`src/sv/lfrc_pkg.sv`:
```
// shared types, constants and crc helpers for the length framed receiver
`default_nettype none

package lfrc_pkg;

    localparam int BYTE_W    = 8;
    localparam int LEN_W     = 9;
    localparam int CRC_W     = 16;
    localparam int CFG_IDX_W = 1;
    localparam int CFG_DATA_W = 9;

    localparam logic [CFG_IDX_W-1:0] CFG_SOF_BYTE = 1'd0;
    localparam logic [CFG_IDX_W-1:0] CFG_MAX_LEN  = 1'd1;

    localparam logic [BYTE_W-1:0] SOF_BYTE_RST   = 8'd104;
    localparam logic [LEN_W-1:0]  MAX_LEN_RST    = 9'd256;
    localparam logic [CRC_W-1:0]  CRC_INIT       = 16'hFFFF;
    localparam logic [9:0]        FRAME_OVERHEAD = 10'd4;

    localparam logic MODE_BYTE    = 1'b0;
    localparam logic MODE_TIMEOUT = 1'b1;

    typedef enum logic [1:0] {
        ST_GOOD     = 2'd0,
        ST_BAD_CRC  = 2'd1,
        ST_TOO_LONG = 2'd2
    } status_t;

    typedef enum logic [1:0] {
        PH_HUNT = 2'd0,
        PH_LEN  = 2'd1,
        PH_BODY = 2'd2
    } phase_t;

    typedef struct packed {
        logic              mode;
        logic [BYTE_W-1:0] byte_value;
    } lfrc_in_t;

    typedef struct packed {
        logic [1:0]        status;
        logic [BYTE_W-1:0] body_length;
        logic [CRC_W-1:0]  computed_crc;
        logic [CRC_W-1:0]  received_crc;
    } lfrc_out_t;

    typedef struct packed {
        logic [BYTE_W-1:0] sof_byte;
        logic [LEN_W-1:0]  max_frame_len;
    } lfrc_cfg_t;

    function automatic logic [CRC_W-1:0] nib_tab(input logic [3:0] idx);
        logic [CRC_W-1:0] v;
        begin
            case (idx)
                4'h0: v = 16'h0000;
                4'h1: v = 16'hCC01;
                4'h2: v = 16'hD801;
                4'h3: v = 16'h1400;
                4'h4: v = 16'hF001;
                4'h5: v = 16'h3C00;
                4'h6: v = 16'h2800;
                4'h7: v = 16'hE401;
                4'h8: v = 16'hA001;
                4'h9: v = 16'h6C00;
                4'hA: v = 16'h7800;
                4'hB: v = 16'hB401;
                4'hC: v = 16'h5000;
                4'hD: v = 16'h9C01;
                4'hE: v = 16'h8801;
                4'hF: v = 16'h4400;
                default: v = 16'h0000;
            endcase
            return v;
        end
    endfunction

    // two table steps, low nibble first
    function automatic logic [CRC_W-1:0] crc_byte(input logic [CRC_W-1:0] crc,
                                                  input logic [BYTE_W-1:0] b);
        logic [CRC_W-1:0] c1;
        logic [CRC_W-1:0] c2;
        begin
            c1 = nib_tab(b[3:0] ^ crc[3:0]) ^ (crc >> 4);
            c2 = nib_tab(b[7:4] ^ c1[3:0]) ^ (c1 >> 4);
            return c2;
        end
    endfunction

endpackage

`default_nettype wire

```
`src/sv/lfrc_cfg.sv`:
```
// configuration registers: start code and frame length limit
`default_nettype none

module lfrc_cfg (
    input  wire logic                              clk,
    input  wire logic                              rst_n,
    input  wire logic                              cfg_we,
    input  wire logic [lfrc_pkg::CFG_IDX_W-1:0]    cfg_index,
    input  wire logic [lfrc_pkg::CFG_DATA_W-1:0]   cfg_wdata,
    output lfrc_pkg::lfrc_cfg_t                    cfg
);
    import lfrc_pkg::*;

    logic [BYTE_W-1:0] sof_byte_reg;
    logic [LEN_W-1:0]  max_len_reg;

    always_ff @(posedge clk or negedge rst_n)
    begin
        if (!rst_n)
        begin
            sof_byte_reg <= SOF_BYTE_RST;
            max_len_reg  <= MAX_LEN_RST;
        end
        else if (cfg_we)
        begin
            case (cfg_index)
                CFG_SOF_BYTE: sof_byte_reg <= cfg_wdata[BYTE_W-1:0];
                CFG_MAX_LEN:  max_len_reg  <= cfg_wdata[LEN_W-1:0];
                default:      ;
            endcase
        end
    end

    assign cfg.sof_byte      = sof_byte_reg;
    assign cfg.max_frame_len = max_len_reg;

endmodule

`default_nettype wire

```
`src/sv/lfrc_frame.sv`:
```
// frame state machine with running crc and verdict generation
`default_nettype none

module lfrc_frame (
    input  wire logic                clk,
    input  wire logic                rst_n,
    input  lfrc_pkg::lfrc_cfg_t      cfg,
    input  lfrc_pkg::lfrc_in_t       beat,
    input  wire logic                go,
    output logic                     res_valid,
    output lfrc_pkg::lfrc_out_t      res
);
    import lfrc_pkg::*;

    phase_t            phase_reg, phase_next;
    logic [BYTE_W-1:0] hdr_len_reg, hdr_len_next;
    logic [LEN_W-1:0]  seen_reg, seen_next;
    logic [CRC_W-1:0]  crc_reg, crc_next;
    logic [BYTE_W-1:0] low_reg, low_next;
    logic [CRC_W-1:0]  rx_crc;

    assign rx_crc = {beat.byte_value, low_reg};

    always_ff @(posedge clk or negedge rst_n)
    begin
        if (!rst_n)
        begin
            phase_reg   <= PH_HUNT;
            hdr_len_reg <= '0;
            seen_reg    <= '0;
            crc_reg     <= CRC_INIT;
            low_reg     <= '0;
        end
        else if (go)
        begin
            phase_reg   <= phase_next;
            hdr_len_reg <= hdr_len_next;
            seen_reg    <= seen_next;
            crc_reg     <= crc_next;
            low_reg     <= low_next;
        end
    end

    always_comb
    begin
        phase_next   = phase_reg;
        hdr_len_next = hdr_len_reg;
        seen_next    = seen_reg;
        crc_next     = crc_reg;
        low_next     = low_reg;
        res_valid    = 1'b0;
        res          = '0;
        if (beat.mode == MODE_TIMEOUT)
        begin
            phase_next   = PH_HUNT;
            hdr_len_next = '0;
            seen_next    = '0;
            crc_next     = CRC_INIT;
            low_next     = '0;
        end
        else
        begin
            case (phase_reg)
                PH_LEN:
                begin
                    hdr_len_next = beat.byte_value;
                    if ({2'b00, beat.byte_value} + FRAME_OVERHEAD > {1'b0, cfg.max_frame_len})
                    begin
                        res_valid        = 1'b1;
                        res.status       = ST_TOO_LONG;
                        res.body_length  = beat.byte_value;
                        phase_next   = PH_HUNT;
                        hdr_len_next = '0;
                        seen_next    = '0;
                        crc_next     = CRC_INIT;
                        low_next     = '0;
                    end
                    else
                    begin
                        phase_next = PH_BODY;
                        seen_next  = '0;
                        crc_next   = CRC_INIT;
                    end
                end
                PH_BODY:
                begin
                    if (seen_reg < {1'b0, hdr_len_reg})
                    begin
                        crc_next  = crc_byte(crc_reg, beat.byte_value);
                        seen_next = seen_reg + 1'b1;
                    end
                    else if (seen_reg == {1'b0, hdr_len_reg})
                    begin
                        low_next  = beat.byte_value;
                        seen_next = seen_reg + 1'b1;
                    end
                    else
                    begin
                        res_valid        = 1'b1;
                        res.status       = (rx_crc == crc_reg) ? ST_GOOD : ST_BAD_CRC;
                        res.body_length  = hdr_len_reg;
                        res.computed_crc = crc_reg;
                        res.received_crc = rx_crc;
                        phase_next   = PH_HUNT;
                        hdr_len_next = '0;
                        seen_next    = '0;
                        crc_next     = CRC_INIT;
                        low_next     = '0;
                    end
                end
                default:
                begin
                    phase_next   = (beat.byte_value == cfg.sof_byte) ? PH_LEN : PH_HUNT;
                    hdr_len_next = '0;
                    seen_next    = '0;
                    crc_next     = CRC_INIT;
                    low_next     = '0;
                end
            endcase
        end
    end

    a_timeout_hunts: assert property (@(posedge clk) disable iff (!rst_n)
        go && beat.mode == MODE_TIMEOUT |=> phase_reg == PH_HUNT)
        else $error("timeout did not return to hunting");

    a_crc_idle_init: assert property (@(posedge clk) disable iff (!rst_n)
        phase_reg != PH_BODY |-> crc_reg == CRC_INIT)
        else $error("crc not at start value outside a body");

    a_seen_bound: assert property (@(posedge clk) disable iff (!rst_n)
        phase_reg == PH_BODY |-> seen_reg <= {1'b0, hdr_len_reg} + 9'd1)
        else $error("byte count ran past frame end");

    a_long_zero_crc: assert property (@(posedge clk) disable iff (!rst_n)
        res_valid && res.status == ST_TOO_LONG
            |-> res.computed_crc == '0 && res.received_crc == '0 && phase_reg == PH_LEN)
        else $error("too long verdict carries crc or came from wrong phase");

endmodule

`default_nettype wire

```
`src/sv/lfrc_out.sv`:
```
// result register toward the output channel
`default_nettype none

module lfrc_out (
    input  wire logic            clk,
    input  wire logic            rst_n,
    input  wire logic            load,
    input  lfrc_pkg::lfrc_out_t  res,
    output logic                 room,
    output logic                 out_valid,
    input  wire logic            out_stall,
    output lfrc_pkg::lfrc_out_t  out_data
);
    import lfrc_pkg::*;

    logic      vld_reg, vld_next;
    lfrc_out_t data_reg;

    assign room = !vld_reg || !out_stall;

    always_comb
    begin
        vld_next = vld_reg;
        if (load)
            vld_next = 1'b1;
        else if (vld_reg && !out_stall)
            vld_next = 1'b0;
    end

    always_ff @(posedge clk or negedge rst_n)
    begin
        if (!rst_n)
            vld_reg <= 1'b0;
        else
            vld_reg <= vld_next;
    end

    always_ff @(posedge clk)
    begin
        if (load)
            data_reg <= res;
    end

    assign out_valid = vld_reg;
    assign out_data  = data_reg;

endmodule

`default_nettype wire

```
`src/sv/length_framed_receiver_crc16.sv`:
```
// top level of the length framed receiver with crc-16 check
// a verdict is formed from the input register by the frame logic and loaded into the result register
// throughput: one beat per cycle; the input register advances whenever the
// result register has room, gated only by a pending verdict under stall
// reset: rst_n clears both pipeline valids, returns to hunting with crc 0xFFFF,
// and loads start code 104 and frame limit 256
`default_nettype none

module length_framed_receiver_crc16 (
    input  wire logic                              clk,
    input  wire logic                              rst_n,
    input  wire logic                              in_valid,
    output logic                                   in_stall,
    input  lfrc_pkg::lfrc_in_t                     in_data,
    output logic                                   out_valid,
    input  wire logic                              out_stall,
    output lfrc_pkg::lfrc_out_t                    out_data,
    input  wire logic                              cfg_we,
    input  wire logic [lfrc_pkg::CFG_IDX_W-1:0]    cfg_index,
    input  wire logic [lfrc_pkg::CFG_DATA_W-1:0]   cfg_wdata
);
    import lfrc_pkg::*;

    lfrc_cfg_t cfg;
    lfrc_in_t  in_reg;
    logic      in_vld_reg, in_vld_next;
    logic      res_valid;
    lfrc_out_t res;
    logic      room;
    logic      move;
    logic      take;

    lfrc_cfg u_cfg (
        .clk       (clk),
        .rst_n     (rst_n),
        .cfg_we    (cfg_we),
        .cfg_index (cfg_index),
        .cfg_wdata (cfg_wdata),
        .cfg       (cfg)
    );

    assign move     = in_vld_reg && (!res_valid || room);
    assign in_stall = in_vld_reg && !move;
    assign take     = in_valid && !in_stall;

    always_comb
    begin
        in_vld_next = in_vld_reg;
        if (take)
            in_vld_next = 1'b1;
        else if (move)
            in_vld_next = 1'b0;
    end

    always_ff @(posedge clk or negedge rst_n)
    begin
        if (!rst_n)
            in_vld_reg <= 1'b0;
        else
            in_vld_reg <= in_vld_next;
    end

    always_ff @(posedge clk)
    begin
        if (take)
            in_reg <= in_data;
    end

    lfrc_frame u_frame (
        .clk       (clk),
        .rst_n     (rst_n),
        .cfg       (cfg),
        .beat      (in_reg),
        .go        (move),
        .res_valid (res_valid),
        .res       (res)
    );

    lfrc_out u_out (
        .clk       (clk),
        .rst_n     (rst_n),
        .load      (move && res_valid),
        .res       (res),
        .room      (room),
        .out_valid (out_valid),
        .out_stall (out_stall),
        .out_data  (out_data)
    );

endmodule

`default_nettype wire
```
`config.mk`:
```
export PLATFORM = sky130hd
export DESIGN_NAME = length_framed_receiver_crc16
export DESIGN_NICKNAME = d
export VERILOG_FILES = /design/src/sv/lfrc_pkg.sv /design/src/sv/lfrc_cfg.sv /design/src/sv/lfrc_frame.sv /design/src/sv/lfrc_out.sv /design/src/sv/length_framed_receiver_crc16.sv
export SDC_FILE = /design/constraint.sdc
export NUM_CORES = 1
export LEC_CHECK = 0
export BUFFER_PORTS_ARGS = -buffer_cell sky130_fd_sc_hd__buf_4
export CORE_MARGIN = 5
export CORE_UTILIZATION = 25
export CTS_CLUSTER_SIZE = 12
export DETAILED_ROUTE_END_ITERATION = 7
export SYNTH_ARGS = -nofsm -noshare
export SYNTH_HDL_FRONTEND = slang
export SYNTH_SLANG_ARGS = --single-unit
```
`constraint.sdc`:
```
create_clock -name clk -period 6.1 [get_ports clk]
set_input_delay 0.61 -clock clk [delete_from_list [all_inputs] [get_ports clk]]
set_output_delay 0.61 -clock clk [all_outputs]
set_load 0.05 [all_outputs]
```
# Yosys cells after proc, flatten, opt, wreduce, memory -nomap -nowiden
# Memories as Yosys holds them, arrays and structs flattened.
# Cells that the tools add are included.
[word_totals]
ff_bits = 113
mem_bits_ro = 224
mem_count = 2
[classes]
n_eq_ne = 9
n_bitwise = 6
n_mux = 44
add_sub_neg = 2
order_cmp = 2
n_reduce_logical = 20
[mem_list]
columns = ["memory", "words", "width", "read_ports", "rd_clocked_by_memory_dff", "wr", "line", "rtl"]
rows = [
  ["(name not given)", 16, 7, 1, 0, 0, "lfrc_pkg.sv:55", "case (idx)"],
  ["(name not given)", 16, 7, 1, 0, 0, "lfrc_pkg.sv:55", ""],
]
[ops]
columns = ["operator", "n"]
rows = [
  ["$mux W16", 10],
  ["$mux W42", 2],
  ["$mux W8", 8],
  ["$mux W9", 4],
  ["$pmux W8 S2", 2],
  ["$xor A16 B12 Y16", 2],
  ["$pmux W10 S2", 1],
  ["$eq A16 B16 Y1", 1],
  ["$gt A10 B9 Y1", 1],
  ["$mux W1", 10],
  ["$mux W10", 1],
  ["$add A8 B3 Y9 const B", 1],
  ["$add A9 B1 Y9 const B", 1],
  ["$eq A9 B8 Y1", 1],
  ["$lt A9 B8 Y1", 1],
  ["$eq A8 B8 Y1", 1],
  ["$mux W2", 4],
  ["$xor A4 B4 Y4", 2],
  ["$ne A3 B3 Y1 const B", 2],
  ["$reduce_and A2 Y1", 3],
  ["$reduce_and A3 Y1", 2],
  ["$logic_and A1 B1 Y1", 5],
  ["$logic_not A1 Y1", 5],
  ["$ne A4 B3 Y1 const B", 1],
  ["other kinds (9)", 12],
]

# Longest topological paths before layout
# An unclocked memory read counts as a cell.
[depth]
word_depth = 15
depth_mapped = 12
ltp_nobuf = 10

# Cells and area by module
# Synthesis repeated with hierarchy kept, for this count alone.
[unflattened]
hier_cells = 449
area_unflattened_um2 = 5611.6
[by_module_without_submodules]
columns = ["module", "area_per_inst_um2", "seq_area_each_um2", "cells_each", "n_inst"]
rows = [
  ["lfrc_frame", 3308.2, 1096.1, 350, 1],
  ["lfrc_out", 1297.5, 1286.2, 45, 1],
  ["lfrc_cfg", 655.6, 430.4, 37, 1],
  ["length_framed_receiver_crc16", 350.3, 295.3, 17, 1],
]

# Least setup slack after synthesis
# No wires, ideal clock.
[synth_timing]
path_kind = "flip-flop to flip-flop"
from = "register in_reg[4] (netlist name)"
to = "register u_out.data_reg (netlist bit u_out.out_data[0]), enable pin"
n_path_buf = 2
arrival_time_ns = 5.440
slack_ns = 0.167
path_stages_with_launch = 13
period_less_slack_ns = 5.933
path_cell_list = "edfxtp_1 clkbuf_1 and3_1 nand3_1 xnor2_1 ha_1 a21o_1 a21oi_1 nand4_1 a31oi_4 buf_2 o21ai_0 nor3_1"
[synth_between]
elab_chain_cells = 9
[synth_lines]
columns = ["element", "line", "rtl"]
rows = [
  ["start: declaration", "length_framed_receiver_crc16.sv:25", "lfrc_in_t in_reg;"],
  ["start signal: assignment", "length_framed_receiver_crc16.sv:66", "in_reg <= in_data;"],
  ["$add A8 B3 Y9 *", "lfrc_frame.sv:67", "if ({2'b00, beat.byte_value} + FRAME_OVERHEAD > {1'b0, cfg.max_frame_len})"],
  ["$gt A10 B9 Y1 *", "lfrc_frame.sv:67", ""],
  ["$mux W1 *", "lfrc_frame.sv:67", ""],
  ["$pmux W1 S2 *", "lfrc_frame.sv:63", "case (phase_reg)"],
  ["$mux W1 *", "lfrc_frame.sv:53", "if (beat.mode == MODE_TIMEOUT)"],
  ["$logic_not A1 Y1", "length_framed_receiver_crc16.sv:42", "assign move = in_vld_reg && (!res_valid || room);"],
  ["$logic_or A1 B1 Y1", "length_framed_receiver_crc16.sv:42", ""],
  ["$logic_and A1 B1 Y1", "length_framed_receiver_crc16.sv:42", ""],
  ["$logic_and A1 B1 Y1 *", "length_framed_receiver_crc16.sv:82", ".load (move && res_valid),"],
  ["via u_out.load", "lfrc_out.sv:7", "input wire logic load,"],
  ["end signal: assignment", "lfrc_out.sv:41", "data_reg <= res;"],
  ["end: declaration", "lfrc_out.sv:17", "lfrc_out_t data_reg;"],
]
# The timed path passes the listed nets; every way through them passes the cells marked *.
# A chain may end at the register's enable or synchronous reset.

# Worst setup path after layout
[layout_timing]
from = "register in_reg[4] (netlist name)"
to = "output in_stall"
[layout_between]
elab_chain_cells = 10
[layout_lines]
columns = ["element", "line", "rtl"]
rows = [
  ["$add A8 B3 Y9", "lfrc_frame.sv:67", ""],
  ["$gt A10 B9 Y1", "lfrc_frame.sv:67", ""],
  ["$mux W1", "lfrc_frame.sv:67", ""],
  ["$pmux W1 S2", "lfrc_frame.sv:63", ""],
  ["$mux W1", "lfrc_frame.sv:53", ""],
  ["$logic_not A1 Y1", "length_framed_receiver_crc16.sv:42", ""],
  ["$logic_or A1 B1 Y1", "length_framed_receiver_crc16.sv:42", ""],
  ["$logic_and A1 B1 Y1", "length_framed_receiver_crc16.sv:42", ""],
  ["$logic_not A1 Y1", "length_framed_receiver_crc16.sv:43", "assign in_stall = in_vld_reg && !move;"],
  ["$logic_and A1 B1 Y1", "length_framed_receiver_crc16.sv:43", ""],
  ["end: declaration", "length_framed_receiver_crc16.sv:13", "output logic in_stall,"],
]
# Every way passes these cells.

==> out/qor.yml <==
crit_path_max_fanout: 16
report.power.total_w: 0.00207
clk_pin_slew_ns: 0.05
cts_tree: "done"
dieWidth_um: 162
fmax_ghz: 0.249
n_antenna_cell: 0
pin_count: 68
postCtsResizedCells: 0
cp.required_ns: 5.49
final.setup.worst_slack_ns: 2.09
synth_top_cell_area_share: 0.266
finalClockSkew_ns: 0.0109
synth.avg_cell_area_um2: 12.0
crit_slowest_cell: "edfxtp_1"
max_stage_delay_ns: 0.64
gp_congestion: 0.809
synth.most_common_cell: "edfxtp_1"
cts_setup_buffers: 0
async_flop_share: 0.549
place_inst: 816
die_y_um: 162
synth_edf_count: 51
min_path_type: "in2async"
hold_buffers: 0
fin_nets: 595
hold_violations: 0
rsz0062_at_grt: "no"
reg2reg_to: "u_out.out_data[9]$_SDFFCE_PP0P_"
fin_hold_ws_ns: 0.286
multiInputGateArea_um2: 2400
rows: 55
synth_area_um2: 5770
p_leak_nw: 2.90
vias_per_cell: 4.52
drc: 0
grt_pass1_wl_um: 22300
status: "finished, final reports clean"
drive_gt1_frac: 0.281
stdcell_count: 848
setup_viol: 0
max_cap_viol_count: 0
synth_area_leaders: "edfxtp_1, dfrtp_1, dfstp_2, ha_1, mux2i_1"
ys_seq_elements: 113
antenna_found_initial: 0
cp.arrival_ns: 3.40
largest_reg_flops: 42
cts.sinks: 113
dp_slack_ns: 2.26
drt-total-wl_um: 14300
fillCellCount: 2325
num_vias: 3834
cp-end-kind: "output pin"
start_util: 0.254
yosysUniqueCellTypes: 52
grt_usage: 0.112
slew_violations: 0
slew_headroom: 0.310
grt_pass1_vias: 3860
wl_per_cell_um: 16.8
postRouteAntennaNets: 0
core_area_um2: 22700
crit_chain: "and3_1, nand3_1, xnor2_1, ha_1, a21o_1, a21oi_1, nand4_1, a31oi_4, nor3b_1, buf_4"
io_buffers: 67
clk-insertion-delay-late_ns: 0.42
syn_nets: 527
cts-buffers-inserted: 17
fin_tns_setup_ns: 0
grt_max_degree: 63
final-seq-area_um2: 3110
power_density_nw_per_um2: 288
worstSetupPathType: "reg2out"
overflow: 0
ys_seq_area_frac: 0.539
synth_top_area_cell: "edfxtp_1"
synth_common_cells: "edfxtp_1, dfrtp_1, inv_1"
cts_max_level: 4
netlist_instances: 482
timing.final.crit_share: 0.658
tightest_slew_ns: 1.03
dr.pass1.iters: 5
max-vdd-ir-drop_v: 0.000153
ys.flop_type: "edfxtp_1"
area_delta_synth_final_pct: 24.9
place_hpwl_um: 10500
cts_root_buf: "clkbuf_16"
cts.path.max_buffers: 2
drtIter0Drc: 184
critPathLaunchType: "register"
dieArea_um2: 26200
reg2reg_depth: 11
fin_crit_ns: 4.01
ys_warn_count: 0
r2r-start: "in_reg[4]$_DFFE_PP_"
reg2reg_slack_ns: 2.26
-- cell families (layout without fill, tap and decap cells) --
| family | count (synthesis) | count (layout) | synth area share |
|---|---|---|---|
| AO/OA/AOI/OAI | 44 | 44 | 0.0645 |
| XOR/XNOR | 49 | 49 | 0.0792 |
| adder cells (fa/ha/maj) | 21 | 21 | 0.0456 |
| buffers and inverters | 64 | 145 | 0.0462 |
| flip-flops | 113 | 113 | 0.539 |
| multiplexers | 53 | 53 | 0.100 |
| AND/OR/NAND/NOR | 138 | 138 | 0.125 |
-- cell usage in the layout, fill, tap and decap left out, drive strengths merged, types with 5 or more instances in the layout --
master and n:
a21oi 5, a22oi 8, nand2 35, nor2b 5
clkbuf 23, buf 74, dfstp 20, nor2 20
inv 41, xor2 25, dfrtp 42, o211ai 5
and2 16, nand2b 5, nor4 23, edfxtp 51
and3 7, xnor2 22, o221ai 5, nand3 11
mux2 27, ha 21, mux2i 26
-- power by group --
| part | switching (W) | internal [W] |
|---|---|---|
| clock | 0.000344 | 0.000718 |
| combinational | 0.0000816 | 0.0000815 |
| sequential | 0.0000294 | 0.000820 |
| total | 0.000455 | 0.00162 |
-- worst max path at each step --
| stage | from | to |
|---|---|---|
| after global routing | in_reg[4]$_DFFE_PP_ | in_stall |
| after global placement | in_reg[4]$_DFFE_PP_ | u_out.out_data[22]$_SDFFCE_PP0P_ |
| after CTS | in_reg[4]$_DFFE_PP_ | in_stall |
| after detailed placement | in_reg[4]$_DFFE_PP_ | u_out.out_data[25]$_SDFFCE_PP0P_ |
| final | in_reg[4]$_DFFE_PP_ | in_stall |
| after floorplan | in_reg[4]$_DFFE_PP_ | u_out.out_data[0]$_SDFFCE_PP0P_ |
-- metal layers --
layer | up-vias | GRT usage | wire length (um)
li1 | 1847 | - | -
met1 | 1875 | 0.149 | 6480
met2 | 102 | 0.172 | 6730
met3 | 10 | 0.0378 | 925
met4 | 0 | 0.0350 | 132
met5 | - | 0 | 0
-- cell type report --
class,count,share of cell area
sequential,113,0.432
multi-input combinational,305,0.334
timing repair buffer,74,0.0772
clock buffer,23,0.0666
tap,285,0.0495
clock inverter,9,0.0210
inverter,39,0.0203
-- critical path, delay by kind of cell, from the launching register on --
family	cells	cell delay, ns
flops	1	0.64
buf+inv	1	0.23
compound gates	3	0.89
simple gates	4	0.74
xor+xnor	1	0.17
fa+ha+maj	1	0.31
-- through the flow --
stage / area [um^2] / util
finish: 7200 / 0.317
global route: 7200 / 0.317
CTS: 7200 / 0.317
detailed placement: 6570 / 0.289
global placement: 6570 / 0.289
floorplan: 5770 / -
No activity file was read; power rests on OpenSTA's default activity.
